## config.mk

```make
export PLATFORM = sky130hd
export DESIGN_NAME = erskip_queue
export DESIGN_NICKNAME = d
export VERILOG_FILES = /design/src/hw/rtl/erskip_queue.sv
export SDC_FILE = /design/constraint.sdc
export NUM_CORES = 1
export LEC_CHECK = 0
export ABC_AREA = 1
export BUFFER_PORTS_ARGS = -buffer_cell sky130_fd_sc_hd__buf_2
export CAP_MARGIN = 10
export CORE_UTILIZATION = 46
export DETAILED_ROUTE_END_ITERATION = 16
export PLACE_DENSITY = 0.77
export SLEW_MARGIN = 20
export SYNTH_ARGS = -nofsm -noshare
export SYNTH_HDL_FRONTEND = slang
export SYNTH_SLANG_ARGS = --single-unit
```

## constraint.sdc

```tcl
create_clock -name clk -period 2.3 [get_ports clk]
set_input_delay 0.23 -clock clk [delete_from_list [all_inputs] [get_ports clk]]
set_output_delay 0.23 -clock clk [all_outputs]
set_load 0.03 [all_outputs]
```

## src/hw/rtl/erskip_queue.sv

```systemverilog
module erskip_queue #(
    parameter int WIDTH = 33
) (
    input  logic             clk,
    input  logic             rst_n,
    input  logic             wr_valid,
    output logic             wr_ready,
    input  logic [WIDTH-1:0] wr_data,
    output logic             rd_valid,
    input  logic             rd_ready,
    output logic [WIDTH-1:0] rd_data
);
    logic [WIDTH-1:0] slot_reg [2];
    logic             wr_ptr_reg, wr_ptr_next;
    logic             rd_ptr_reg, rd_ptr_next;
    logic [1:0]       count_reg, count_next;
    logic             do_wr, do_rd;

    assign wr_ready = (count_reg != 2'd2);
    assign rd_valid = (count_reg != 2'd0);
    assign rd_data  = slot_reg[rd_ptr_reg];
    assign do_wr    = wr_valid && wr_ready;
    assign do_rd    = rd_valid && rd_ready;

    always_comb
    begin
        wr_ptr_next = wr_ptr_reg ^ do_wr;
        rd_ptr_next = rd_ptr_reg ^ do_rd;
        count_next  = count_reg + 2'(do_wr) - 2'(do_rd);
    end

    always_ff @(posedge clk or negedge rst_n)
    begin
        if (!rst_n)
        begin
            wr_ptr_reg <= 1'b0;
            rd_ptr_reg <= 1'b0;
            count_reg  <= 2'd0;
        end
        else
        begin
            wr_ptr_reg <= wr_ptr_next;
            rd_ptr_reg <= rd_ptr_next;
            count_reg  <= count_next;
        end
    end

    always_ff @(posedge clk)
    begin
        if (do_wr)
            slot_reg[wr_ptr_reg] <= wr_data;
    end

endmodule

```

==> results.ini <==
[layout]
area_delta_synth_final_pct=23.6
largest_reg_flops=66
final_nets=323
diodes=0
stdcell_area_um2=3320
drive_gt1_frac=0.356

[floorplanning]
dieWidth_um=78.5
rows=27
die-area_um2=6160
start_util=0.482
ioPinCount=72
core_um2=5570
die_h_um=78.5

[clock_tree]
htreeDepth=3
clk_pin_slew_ps=70
cts_tree=yes
cts_sinks=70
numCtsBuffers=9
clockBufferDepth=2
clock-root-buffer=clkbuf_8
clk_latency_ps=330

[logic_synthesis]
synth_area_um2=2690
syn_inst=204
syn_area_per_cell_um2=13.2
synth-compound-area-share=0.00186
yosysWarnings=0
synth_fa_ha_area_frac=0.00931
synth_async_sr_flop_share=0.0571
synth.net_count=243
synth_xor_area_frac=0.00326
yosysTopAreaCell=edfxtp_1
ys.flop_type=edfxtp_1
synthTopCellsByArea=edfxtp_1, nand2_1, dfrtp_1
synth_cell_types=14
synthMuxAreaShare=0
yosysMostFrequentCell=nand2_1
yosys.area_share.simple=0.170
synth_top_family_by_area=simple AND/OR/NAND/NOR gates
synth.ff_latch_count=70
synth_top_area_frac=0.737
seq_area_frac_synth=0.774
synth_commonest_cells=nand2_1, edfxtp_1, nand2_2, inv_1
synth_edf_count=66

[route]
via_per_inst=4.52
postRouteAntennaNets=0
firstDrtPassIters=5
drt_wl_total_um=4380
via_count=1632
wl_per_cell_um=12.1
first_iter_violations=46
drc_errors=0

[timing]
worst_pin_slew_ps=472
period_minus_slack_ps=1750
whs_ps=80.8
fmax_mhz=571
setup_viol=0
rsz0062_at_grt=no
relSlewSlack=0.685
finClkSkew_ps=5.01
finalCritPeriodShare=0.762
finalMaxSlewViolations=0
fin_tns_setup_ps=0
hold_viol=0

[place]
io_buffer_count=71
placed_cell_area_um2=3130
gp_congestion=0.765
hpwl_um=2860

[critical_path]
critPathRequiredTime_ps=2070
path_cells=buf_4 -> buf_4 -> nand2_1 -> nand2_1 -> buf_2
setup.worst_path.start_class=flop
crit_slowest_cell=dfrtp_1
path_buf_inv=3
cp_max_fo=19
slowest_delay_ps=320
critical_path_class=reg2out
cp-end-kind=output pin
cp_top_family=buffers and inverters
cp.arrival_ps=1520

[global_route]
grt_max_degree=35
grt_pass1_vias=1607
overflow=0
grt_pass1_wl_um=7040
grt_use_total=0.157
antenna_found_initial=0

[power]
vdd_drop_max_mv=0.630
pwr_density_cell_nw_per_um2=1400
p_leak_nw=1.46

[worst_hold_path]
min_path_type=in2reg

[run_status]
outcome=completed

[run]
drv_cap=0

## power by group
group	total (mW)	internal, mW	switching (mW)	leakage (nW)
sequential	1.83	1.75	0.0823	0.660
combinational	1.94	0.517	1.42	0.715
clock	0.897	0.492	0.405	0.0884
total	4.66	2.76	1.91	1.46
## metal layers
layer  GRT usage  vias up  part of all wire
li1            -      836                 -
met1       0.176      739              0.42
met2       0.267       50              0.51
met3      0.0523        7             0.053
met4      0.0796        0             0.013
met5           0        -                 0
## metrics by stage
| step | utilization | power, mW | std cells | setup slack, ps |
|---|---|---|---|---|
| 2_1_floorplan | - | 3.31 | 204 | 292 |
| 6_report | 0.596 | 4.66 | 361 | 548 |
| 3_5_place_dp | 0.562 | 3.83 | 344 | 758 |
| 3_3_place_gp | 0.562 | 3.79 | 344 | 799 |
| 5_1_grt | 0.596 | 4.95 | 361 | 440 |
| 4_1_cts | 0.596 | 4.74 | 361 | 506 |
## cell type report
| cell class | count | area, um^2 |
|---|---|---|
| fill | 469 | 2250 |
| sequential | 70 | 2080 |
| multi-input combinational | 117 | 507 |
| timing repair buffer | 76 | 420 |
| clock buffer | 11 | 131 |
| tap | 72 | 90.1 |
| clock inverter | 5 | 50.0 |
| inverter | 10 | 42.5 |
## cells in the final DEF, fill, tap and decap left out, types with 2 or more instances in the layout
| cell | synthesis | routed |
|---|---|---|
| dfrtp_1 | 4 | 4 |
| buf_4 | 3 | 2 |
| nand2_1 | 97 | 97 |
| inv_1 | 9 | 9 |
| nand2_2 | 12 | 12 |
| clkinv_1 | 0 | 2 |
| buf_12 | 0 | 2 |
| clkbuf_8 | 0 | 9 |
| edfxtp_1 | 66 | 66 |
| buf_2 | 0 | 71 |
| clkbuf_1 | 0 | 2 |
## worst paths after layout
kind                         startpoint              end  slack, ps  depth (start not counted)
max                          rd_ptr_reg      rd_data[16]        550                          5
min                         wr_data[23]  slot_reg[0][23]         80                          1
max reg2reg                count_reg[1]  slot_reg[1][32]        780                          4
min reg2reg                count_reg[0]     count_reg[0]        570                          1
max in group asynchronous         rst_n       rd_ptr_reg       1950                          2
min in group asynchronous         rst_n     count_reg[1]        230                          2
## worst reg2reg max path: stages (launching register included)
cell	delay, ps
dfrtp_1	430
nand2_2	100
nand2_2	80
nor2_4	390
buf_12	230
## repair_timing
action	4_1_cts	5_1_grt
resized for setup	0	0
hold buffers	1	0
setup buffers	0	0
hold endpoints to repair	4	0
## cells by family after synthesis
kind of cell    Yosys count
fa+ha+maj                 2
simple gates            113
flops                    70
compound gates            1
xor+xnor                  1
buf+inv                  17
Power figures use the tool's default switching activity.
