### src/hw/rtl/erskip_pkg.sv
package erskip_pkg;

    localparam int CFG_INDEX_BITS = 2;
    localparam int CFG_DATA_BITS  = 32;
    localparam int NUMV_BITS      = 21;
    localparam int FRAC_BITS      = 32;

    localparam logic [CFG_INDEX_BITS-1:0] REG_NUM_VERTICES     = 2'd0;
    localparam logic [CFG_INDEX_BITS-1:0] REG_EDGE_PROBABILITY = 2'd1;
    localparam logic [CFG_INDEX_BITS-1:0] REG_SKIP_SCALE       = 2'd2;

    localparam logic OP_CONSUME = 1'b0;
    localparam logic OP_RESTART = 1'b1;

    // ln 2 as Q0.32, rounded
    localparam logic [31:0] LN2_Q32 = 32'd2977044472;
    localparam logic [31:0] SKIP_SCALE_RESET = 32'd65536;

    localparam int LOG_STEPS = 24;

    typedef enum logic [2:0] {
        F_IDLE,
        F_NORM,
        F_SQR,
        F_LN,
        F_LNRND,
        F_SCALE,
        F_ROUND,
        F_PUSH
    } front_state_t;

    typedef enum logic {
        B_IDLE,
        B_WALK
    } back_state_t;

endpackage

### src/hw/rtl/erskip_result_if.sv
interface erskip_result_if #(parameter int VERTEX_BITS = 20);
    logic                   valid;
    logic                   ready;
    logic [VERTEX_BITS-1:0] source_vertex;
    logic [VERTEX_BITS-1:0] target_vertex;
    logic                   edge_found;
    logic                   done_res;

    modport source (output valid, source_vertex, target_vertex, edge_found, done_res,
                    input ready);
    modport sink (input valid, source_vertex, target_vertex, edge_found, done_res,
                  output ready);
endinterface

### src/hw/rtl/erskip_back.sv
module erskip_back #(
    parameter int VERTEX_BITS = 20,
    parameter int SKIP_BITS   = 32
) (
    input  logic                          clk,
    input  logic                          rst_n,
    input  logic                          q_valid,
    output logic                          q_ready,
    input  logic                          q_restart,
    input  logic [SKIP_BITS-1:0]          q_skip,
    input  logic [erskip_pkg::NUMV_BITS-1:0] num_vertices,
    erskip_result_if.source               result
);
    import erskip_pkg::*;

    localparam int VB  = VERTEX_BITS;
    localparam int NCW = (VB + 1 > NUMV_BITS) ? VB + 1 : NUMV_BITS;
    localparam int CW  = (VB > SKIP_BITS) ? VB : SKIP_BITS;

    back_state_t          state_reg, state_next;
    logic [VB-1:0]        row_reg, row_next;
    logic [VB-1:0]        col_reg, col_next;
    logic                 finished_reg, finished_next;
    logic [SKIP_BITS-1:0] incr_reg, incr_next;
    logic                 out_valid_reg, out_valid_next;
    logic [VB-1:0]        src_reg, src_next;
    logic [VB-1:0]        tgt_reg, tgt_next;
    logic                 edge_reg, edge_next;
    logic                 done_reg, done_next;

    logic [NCW-1:0]       n_ext, n_cap, n_use;
    logic [VB-1:0]        last;
    logic [VB-1:0]        room;
    logic [VB-1:0]        col_hop;
    logic                 active;
    logic                 free;
    logic                 fits;

    assign n_ext   = NCW'(num_vertices);
    assign n_cap   = NCW'(1) << VB;
    assign n_use   = (n_ext > n_cap) ? n_cap : n_ext;
    assign last    = (n_use == '0) ? '0 : VB'(n_use - NCW'(1));
    assign active  = (n_use >= NCW'(2)) && (row_reg < last);
    assign room    = (col_reg < last) ? (last - col_reg) : '0;
    assign fits    = CW'(incr_reg) <= CW'(room);
    assign col_hop = col_reg + VB'(incr_reg);
    assign free    = !out_valid_reg || result.ready;

    always_comb
    begin
        state_next = state_reg;
        case (state_reg)
            B_IDLE:
            begin
                if (q_valid && !q_restart && !finished_reg)
                    state_next = B_WALK;
            end
            B_WALK:
            begin
                // each cycle lands in this row, waits, or rolls to the next
                if ((!active || fits) && free)
                    state_next = B_IDLE;
            end
            default: state_next = B_IDLE;
        endcase
    end

    always_comb
    begin
        q_ready              = (state_reg == B_IDLE);
        result.valid         = out_valid_reg;
        result.source_vertex = src_reg;
        result.target_vertex = tgt_reg;
        result.edge_found    = edge_reg;
        result.done_res      = done_reg;
    end

    always_comb
    begin
        row_next       = row_reg;
        col_next       = col_reg;
        finished_next  = finished_reg;
        incr_next      = incr_reg;
        out_valid_next = out_valid_reg && !result.ready;
        src_next       = src_reg;
        tgt_next       = tgt_reg;
        edge_next      = edge_reg;
        done_next      = done_reg;
        case (state_reg)
            B_IDLE:
            begin
                if (q_valid)
                begin
                    if (q_restart)
                    begin
                        row_next      = '0;
                        col_next      = '0;
                        finished_next = 1'b0;
                    end
                    incr_next = q_skip;
                end
            end
            B_WALK:
            begin
                if (!active)
                begin
                    if (free)
                    begin
                        finished_next  = 1'b1;
                        out_valid_next = 1'b1;
                        src_next       = '0;
                        tgt_next       = '0;
                        edge_next      = 1'b0;
                        done_next      = 1'b1;
                    end
                end
                else if (fits)
                begin
                    if (free)
                    begin
                        col_next = col_hop;
                        if (row_reg != col_hop)
                        begin
                            out_valid_next = 1'b1;
                            src_next       = row_reg;
                            tgt_next       = col_hop;
                            edge_next      = 1'b1;
                            done_next      = 1'b0;
                        end
                    end
                end
                else
                begin
                    incr_next = incr_reg - SKIP_BITS'(room);
                    row_next  = row_reg + VB'(1);
                    col_next  = row_reg + VB'(1);
                end
            end
            default: ;
        endcase
    end

    always_ff @(posedge clk or negedge rst_n)
    begin
        if (!rst_n)
        begin
            state_reg     <= B_IDLE;
            row_reg       <= '0;
            col_reg       <= '0;
            finished_reg  <= 1'b0;
            out_valid_reg <= 1'b0;
        end
        else
        begin
            state_reg     <= state_next;
            row_reg       <= row_next;
            col_reg       <= col_next;
            finished_reg  <= finished_next;
            out_valid_reg <= out_valid_next;
        end
    end

    always_ff @(posedge clk)
    begin
        incr_reg <= incr_next;
        src_reg  <= src_next;
        tgt_reg  <= tgt_next;
        edge_reg <= edge_next;
        done_reg <= done_next;
    end

    a_one_kind: assert property (@(posedge clk) disable iff (!rst_n)
        out_valid_reg |-> $onehot({edge_reg, done_reg}))
        else $error("result is neither a single edge nor done");
    a_edge_order: assert property (@(posedge clk) disable iff (!rst_n)
        (out_valid_reg && edge_reg) |-> (src_reg < tgt_reg))
        else $error("edge outside the upper triangle");
    a_restart_clears: assert property (@(posedge clk) disable iff (!rst_n)
        (state_reg == B_IDLE && q_valid && q_restart) |=> (!finished_reg && row_reg == '0))
        else $error("restart did not clear the cursor");
    a_cursor_order: assert property (@(posedge clk) disable iff (!rst_n)
        row_reg <= col_reg)
        else $error("cursor column behind its row");

endmodule

### src/flat_wrapper.sv
// flat-port wrapper written by rule: the top's interface ports become plain ports
module erskip_back_flat import erskip_pkg::*;
#(
    parameter int VERTEX_BITS = 20,
    parameter int SKIP_BITS   = 32
)
  (clk, rst_n, q_valid, q_ready, q_restart, q_skip, num_vertices, result_valid, result_source_vertex, result_target_vertex, result_edge_found, result_done_res, result_ready);
  erskip_result_if #(.VERTEX_BITS(VERTEX_BITS)) result_i ();
  input  logic clk;
  input  logic rst_n;
  input  logic q_valid;
  output logic q_ready;
  input  logic q_restart;
  input  logic [SKIP_BITS-1:0] q_skip;
  input  logic [erskip_pkg::NUMV_BITS-1:0] num_vertices;
  output wire logic [$bits(result_i.valid)-1:0] result_valid;
  output wire logic [$bits(result_i.source_vertex)-1:0] result_source_vertex;
  output wire logic [$bits(result_i.target_vertex)-1:0] result_target_vertex;
  output wire logic [$bits(result_i.edge_found)-1:0] result_edge_found;
  output wire logic [$bits(result_i.done_res)-1:0] result_done_res;
  input wire logic [$bits(result_i.ready)-1:0] result_ready;
  assign result_valid = result_i.valid;
  assign result_source_vertex = result_i.source_vertex;
  assign result_target_vertex = result_i.target_vertex;
  assign result_edge_found = result_i.edge_found;
  assign result_done_res = result_i.done_res;
  assign result_i.ready = result_ready;
  erskip_back #(.VERTEX_BITS(VERTEX_BITS), .SKIP_BITS(SKIP_BITS)) u_core (.clk(clk), .rst_n(rst_n), .q_valid(q_valid), .q_ready(q_ready), .q_restart(q_restart), .q_skip(q_skip), .num_vertices(num_vertices), .result(result_i));
endmodule
### config.mk
export PLATFORM = sky130hd
export DESIGN_NAME = erskip_back_flat
export DESIGN_NICKNAME = d
export VERILOG_FILES = /design/src/hw/rtl/erskip_pkg.sv /design/src/hw/rtl/erskip_result_if.sv /design/src/hw/rtl/erskip_back.sv /design/src/flat_wrapper.sv
export SDC_FILE = /design/constraint.sdc
export NUM_CORES = 1
export LEC_CHECK = 0
export ABC_AREA = 1
export BUFFER_PORTS_ARGS = -buffer_cell sky130_fd_sc_hd__buf_2
export CORE_MARGIN = 5
export CORE_UTILIZATION = 30
export CTS_CLUSTER_SIZE = 16
export DETAILED_ROUTE_END_ITERATION = 16
export HOLD_SLACK_MARGIN = 0.02
export PLACE_DENSITY = 0.52
export SYNTH_ARGS = -nofsm -noshare
export SYNTH_HDL_FRONTEND = slang
export SYNTH_SLANG_ARGS = --single-unit
### constraint.sdc
create_clock -name clk -period 7.95 [get_ports clk]
set_input_delay 0.795 -clock clk [delete_from_list [all_inputs] [get_ports clk]]
set_output_delay 0.795 -clock clk [all_outputs]
set_load 0.005 [all_outputs]
==> results.md, run 1 <==
* Status: finished, final reports clean
* Number of buffers and inverters on the critical path at 8
* Final Setup Violations at 0
* Most numerous cell in the Yosys netlist: nand2_1
* Worst slew margin at 40.1%
* Delay-heaviest family, CP: simple AND/OR/NAND/NOR gates
* Crit. End Element: flip-flop
* Cell mode on critical path: nand2_1
* Die Height at 194 µm
* Worst vdd ir at 0.159 mV
* Crit-path max cell delay at 0.40 ns
* Layout cells sized above 1 at 12.5%
* Skew final at 0.0165 ns
* Starting Density at 30.4%
* Crit-path slowest cell: fa_1
* Global-route wire length before repair at 49600 µm
* Final GP Congestion at 0.866
* Clock Sink Count at 117
* Worst min-delay path class: in2async
* TritonCTS Buffers at 17
* Worst EP required at 8.06 ns
* Ant diodes at 0
* FF-to-FF path depth at 33
* Hold Slack at 0.459 ns
* Max_cap viols at 0
* Core Area at 0.0335 mm²
* Fin nets at 1679
* Final Max Slew Viols at 0
* Final min period at 7.24 ns
* Remaining DRCs at 0
* Post-CTS setup buffer count at 0
* Critical Path Source Type: primary input
* CTS tree: yes
* Synth Cell Area at 0.0102 mm²
* Final Core Density at 35.1%
* Total track usage at 16.5%
* Initial antenna violation count at 0
* Max FFs per register at 32
* Total vias in the final route at 9658
* DP Worst Slack at 0.150 ns
* Fmax at 138 MHz
* Port-buffer cells at 101
* Synthesis-to-layout area growth at 15.4%
* Routed wire length at 31600 µm
* Root buf cell: clkbuf_16
* Final worst-path cycle share at 91.1%
* Synth unique cells at 49
* Net Count, Synth at 1578
* Syn avg cell area at 7.11 µm²
* Initial drt markers at 749
* Minimum setup slack in the final design at 0.706 ns
* Fin. Hold Viols at 0
* Latest clock arrival within the worst-skew pair at 0.43 ns
* WP data arrival at 7.36 ns
* Longest Clk Path Bufs at 2
* Syn. warnings at 0
* Die W at 194 µm
* Vias in the first global route at 9180
* Post-synth top area share at 21.8%
* Clk slew on worst S/H paths at 0.07 ns
* Setup_tns at 0 ns
* Crit Path Max Fanout at 42
* Post-Layout Cell Count at 1998
* Core Rows at 67
* Seq/Total Area, Yosys at 32.3%
* Vias per cell at 4.83
* Setup slack, reg-to-reg at 2.27 ns
* RSZ-0062 raised after global routing: no
* Routed Antenna Nets at 0
* Area leader, netlist: edfxtp_1
* Power per cell area at 324 mW/mm²
* Largest cells by area after synthesis: edfxtp_1, nand2_1, dfrtp_1, ha_1, nor2_1
* P_leak at 5.48 nW
* Top cells by count, synth: nand2_1, nor2_1, inv_1
* Gr ovfl total at 0
* Drt first pass iters at 5
* Top_reg_cell synth: edfxtp_1
* Drt wl/cell at 15.8 µm
* Fill cells at 3666
* Worst reg2reg path startpoint: u_core.col_reg[0]
* H-tree levels at 4
* RR Endpoint: u_core.result.source_vertex[14]
* Largest net degree at the start of global routing at 65
* Number of synthesized flops with an enable pin at 74
* Die area at 0.0378 mm²
* Post-synth ARST share at 36.8%
* CP Class: in2reg
* HPWL after DPL at 25400 µm
* Gate Count Post-Synth at 1436
* Worst Tran Pin Value at 0.895 ns
* Placed cell count at 1966
* Number of I/O pins at 102
* Synthesis-stage register bit count at 117
==> how the worst max path moves through the flow <==
| stage | slack (ns) | end | start | cells after the start |
|---|---|---|---|---|
| after detailed placement | 0.15 | u_core.result.source_vertex[19] | num_vertices[1] | 45 |
| after floorplan | 0.02 | u_core.result.done_res | num_vertices[1] | 48 |
| after global routing | 0.04 | u_core.result.source_vertex[14] | num_vertices[3] | 46 |
| after CTS | 0.59 | u_core.result.source_vertex[14] | num_vertices[1] | 45 |
| final | 0.71 | u_core.result.source_vertex[14] | num_vertices[1] | 46 |
| after global placement | 0.27 | u_core.result.source_vertex[18] | num_vertices[1] | 45 |
==> cells in the final DEF, fill, tap and decap left out, types with 11 or more instances in the layout <==
| master | count |
|---|---|
| nand2_1 | 356 |
| nor2_1 | 187 |
| inv_1 | 172 |
| buf_2 | 101 |
| a21oi_1 | 94 |
| o21ai_0 | 86 |
| ha_1 | 81 |
| edfxtp_1 | 74 |
| nand3_1 | 68 |
| dfrtp_1 | 43 |
| xor2_1 | 36 |
| o21ai_1 | 30 |
| nand4_1 | 23 |
| nor3_1 | 21 |
| xnor2_1 | 21 |
| clkbuf_16 | 17 |
| nand2_2 | 11 |
==> final cells by class <==
type / instances / area, µm² / area share [%]
Timing Repair Buffer: 113 / 621 / 5.27
Inverter: 180 / 678 / 5.76
Tap cell: 448 / 561 / 4.76
Clock inverter: 14 / 116 / 0.988
Sequential cell: 117 / 3300 / 28.0
Multi-Input combinational cell: 1108 / 6080 / 51.6
Clock buffer: 18 / 429 / 3.64
==> metrics by stage <==
| step | total power (W) | area, µm² |
|---|---|---|
| CTS | 0.00384 | 11800 |
| floorplan | 0.00252 | 10200 |
| detailed placement | 0.00308 | 11200 |
| global route | 0.00417 | 11800 |
| global placement | 0.00308 | 11200 |
| finish | 0.00382 | 11800 |
==> cells by family (layout without fill, tap and decap cells) <==
| group | count (synthesis) | after routing | share of synthesized area (%) |
|---|---|---|---|
| buffers and inverters | 211 | 325 | 8.44 |
| XOR/XNOR | 61 | 61 | 5.77 |
| adder cells (fa/ha/maj) | 84 | 84 | 10.5 |
| AND/OR/NAND/NOR | 711 | 711 | 29.6 |
| AO/OA/AOI/OAI | 252 | 252 | 13.3 |
| flip-flops | 117 | 117 | 32.3 |
==> per-layer routing <==
| metal | part of all wire (%) | global-route usage (%) | vias to the layer above |
|---|---|---|---|
| li1 | - | - | 4970 |
| met1 | 48 | 22.9 | 4415 |
| met2 | 44 | 25.8 | 229 |
| met3 | 4.5 | 2.91 | 44 |
| met4 | 3.2 | 5.76 | 0 |
| met5 | 0 | 0 | - |
==> report_power, final <==
part           switching (W)  internal, W
Combinational        0.00132     0.000754
Clock               0.000322     0.000406
Sequential          0.000146     0.000873
==> repair_timing <==
action | CTS | global route
setup endpoints to repair | 0 | 82
hold buffers | 0 | 0
gates resized for setup | 0 | 3
endpoints found under the hold margin | 0 | 0
==> worst register-to-register path: cells and delay by family, from the launching register on <==
family	cells	cell delay, ns
and+or+nand+nor	16	1.74
AOI/OAI and AO/OA	8	1.40
adders and majority gates	4	0.98
buffers and inverters	5	0.77
DFF	1	0.42
(Power assumes the default switching activity.)
==> run 2, diff against run 1 <==
- ABC_AREA: 1 -> default
- PLACE_DENSITY: 0.52 -> 0.5
- clock period: 7.95 -> 8.15 ns (I/O delays scaled with it)
==> run 2 against run 1 <==
Net effect: clock-buffer cell count shrank 1; combinational power grew 21%; hold slack gained 0.050 ns; flip-flop and latch count is the same; synthesized area grew 0.12%; global-route usage grew 0.90 points; worst setup slack lost 0.0053 ns; non-clock buffer count grew 3; first-iteration DRC count shrank 2.9%; critical path type unchanged; critical endpoint is now u_core.col_reg[14].
==> results.md, run 2 <==
* Initial antenna violation count at 0
* Post-CTS setup buffer count at 0
* RSZ-0062 raised after global routing: no
* Die Height at 195 µm
* Final Core Density at 35.0%
* Remaining DRCs at 0
* Worst reg2reg path startpoint: u_core.col_reg[1]
* Setup_tns at 0 ns
* Vias in the first global route at 8725
* Most common cell after layout, fill and taps aside: nand2_1
* Area leader, netlist: edfxtp_1
* FF-to-FF path depth at 22
* Max FFs per register at 32
* Post-synth ARST share at 36.8%
* Critical Path Source Type: primary input
* Latest clock arrival within the worst-skew pair at 0.44 ns
* Synth unique cells at 84
* Starting Density at 30.4%
* Initial drt markers at 727
* HPWL after DPL at 26100 µm
* Syn. warnings at 0
* Root buf cell: clkbuf_16
* Seq/Total Area, Yosys at 32.3%
* Final GP Congestion at 0.954
* Worst min-delay path class: reg2reg
* Core Area at 0.0336 mm²
* Die area at 0.0379 mm²
* Adder-Cell Fraction of Synth Area at 10.5%
* Synth Cell Area at 0.0102 mm²
* Clk slew on worst S/H paths at 0.06 ns
* Routed wire length at 33400 µm
* Post-synth top area share at 21.7%
* Clock Sink Count at 117
* Number of I/O pins at 102
* Post_cts resized at 0
* Total vias in the final route at 8973
* Cell mode on critical path: buf_4
* Worst vdd ir at 0.278 mV
* Hold_sp: u_core.finished_reg
* Layout cells sized above 1 at 15.2%
* RR Endpoint: u_core.col_reg[14]
* Status: finished, final reports clean
* Main combinational cell family by area after synthesis: simple AND/OR/NAND/NOR gates
* Skew final at 0.0158 ns
* Largest net degree at the start of global routing at 56
* Drt first pass iters at 6
* Crit. End Element: flip-flop
* Worst EP required at 8.47 ns
* Number of synthesized flops with an enable pin at 74
* Port-buffer cells at 101
* Gr ovfl total at 0
* Drt wl/cell at 19.6 µm
* Most frequent cells in the layout: nand2_1, nor2_1, buf_2
* Fill cells at 3516
* Fmax at 134 MHz
* Total track usage at 17.4%
* Global-route wire length before repair at 51500 µm
* Setup slack, reg-to-reg at 2.37 ns
* Crit Path Max Fanout at 21
* Post-CTS Hold Buffers at 0
* Fin. Hold Viols at 0
* Final min period at 7.45 ns
* TritonCTS Buffers at 17
* Synthesis-to-layout area growth at 15.0%
* Synthesis-stage register bit count at 117
* Area after DPL at 0.0111 mm²
* Most numerous cell in the Yosys netlist: nand2_1
* Design area at 0.0118 mm²
* Crit-path slowest cell: or4_4
* Top_reg_cell synth: edfxtp_1
* Multiplexer area fraction after synthesis at 3.02%
* Crit-path max cell delay at 0.45 ns
* Core Rows at 67
* Longest Clk Path Bufs at 2
* H-tree levels at 4
* Largest cells by area after synthesis: edfxtp_1, dfrtp_1, ha_1, xnor2_1, nand2_1
* Max_cap viols at 0
* Final Max Slew Viols at 0
* Complex-gate fraction of the synthesized area at 18.9%
* Final Setup Violations at 0
* Fin nets at 1390
* Total power draw at 0.00437 W
* Hold Crit Endpoint: u_core.state_reg
* Worst slew margin at 24.5%
* Final worst-path cycle share at 91.4%
* CTS tree: yes
* Ant diodes at 0
* Simple-Gate Fraction of Synth Area at 20.4%
* Routed Antenna Nets at 0
* CP Class: in2reg
* Power per cell area at 372 mW/mm²
* Hold Path Depth at 1
* Top cells by count, synth: nand2_1, nor2_1, ha_1
* P_leak at 4.94 nW
* Gate Count Post-Synth at 1173
* Worst Tran Pin Value at 1.13 ns
* Net Count, Synth at 1315
* Syn avg cell area at 8.71 µm²
* Vias per cell at 5.25
* Die W at 195 µm
* WP data arrival at 7.77 ns
* Post-Synth XOR/XNOR Area at 9.84%
[run 2: changes by cell type after synthesis, sizes merged, moves of 13 or more]
cell / change
and3: +21
xnor2: +54
a21o: +33
mux2i: +14
a22o: +13
o21ai: -64
nand2: -257
clkbuf: +24
mux2: +15
inv: -118
nor2: -86
nand3: -22
a21oi: -28
and2: +27
[run 2: how the worst max path moves through the flow]
| stage | from | endpoint | slack, ns |
|---|---|---|---|
| 6_report | num_vertices[2] | u_core.col_reg[14] | 0.70 |
| 2_1_floorplan | num_vertices[2] | u_core.result.done_res | 0.02 |
| 4_1_cts | num_vertices[2] | u_core.col_reg[14] | 0.80 |
| 5_1_grt | num_vertices[8] | u_core.col_reg[16] | 0.36 |
| 3_3_place_gp | num_vertices[2] | u_core.col_reg[7] | 0.54 |
| 3_5_place_dp | num_vertices[2] | u_core.col_reg[11] | 0.35 |
[run 2: logic make-up after synthesis]
group	after synthesis
simple gates	424
compound gates	284
buf+inv	121
flops	117
xor+xnor	114
fa+ha+maj	84
mux	29
[run 2: where the power goes]
part	internal, W	switching (W)
Clock	0.000464	0.000330
Sequential	0.000877	0.000192
Combinational	0.00104	0.00147
[run 2: worst max-delay path: cells and delay by family]
| family | cells | cell delay (ns) |
|---|---|---|
| buffers and inverters | 6 | 1.11 |
| AND/OR/NAND/NOR | 9 | 2.36 |
| adder cells (fa/ha/maj) | 3 | 0.84 |
| AO/OA/AOI/OAI | 11 | 2.65 |
[run 2: layout make-up]
type                       instances  area, µm²  share of cell area [%]
clock inverter                    15        184                    1.56
timing repair buffer             116        618                    5.26
inverter                          61        231                    1.97
clock buffer                      17        425                    3.62
sequential                       117       3300                    28.1
tap                              448        561                    4.77
multi-input combinational        935       6430                    54.7
[run 2: through the flow]
step / setup WS, ns / instances / hold slack, ns
after floorplan: 0.0214 / 1173 / 0.442
after global placement: 0.539 / 1677 / 0.472
after detailed placement: 0.350 / 1677 / 0.471
after CTS: 0.798 / 1709 / 0.505
after global routing: 0.363 / 1709 / 0.525
final: 0.701 / 1709 / 0.509
[run 2: layer usage]
| metal | up-vias | GRT usage (%) | wire (µm) |
|---|---|---|---|
| li1 | 4420 | - | - |
| met1 | 4278 | 24.7 | 15900 |
| met2 | 232 | 27.1 | 15200 |
| met3 | 43 | 2.74 | 1420 |
| met4 | 0 | 5.49 | 898 |
| met5 | - | 0 | 0 |
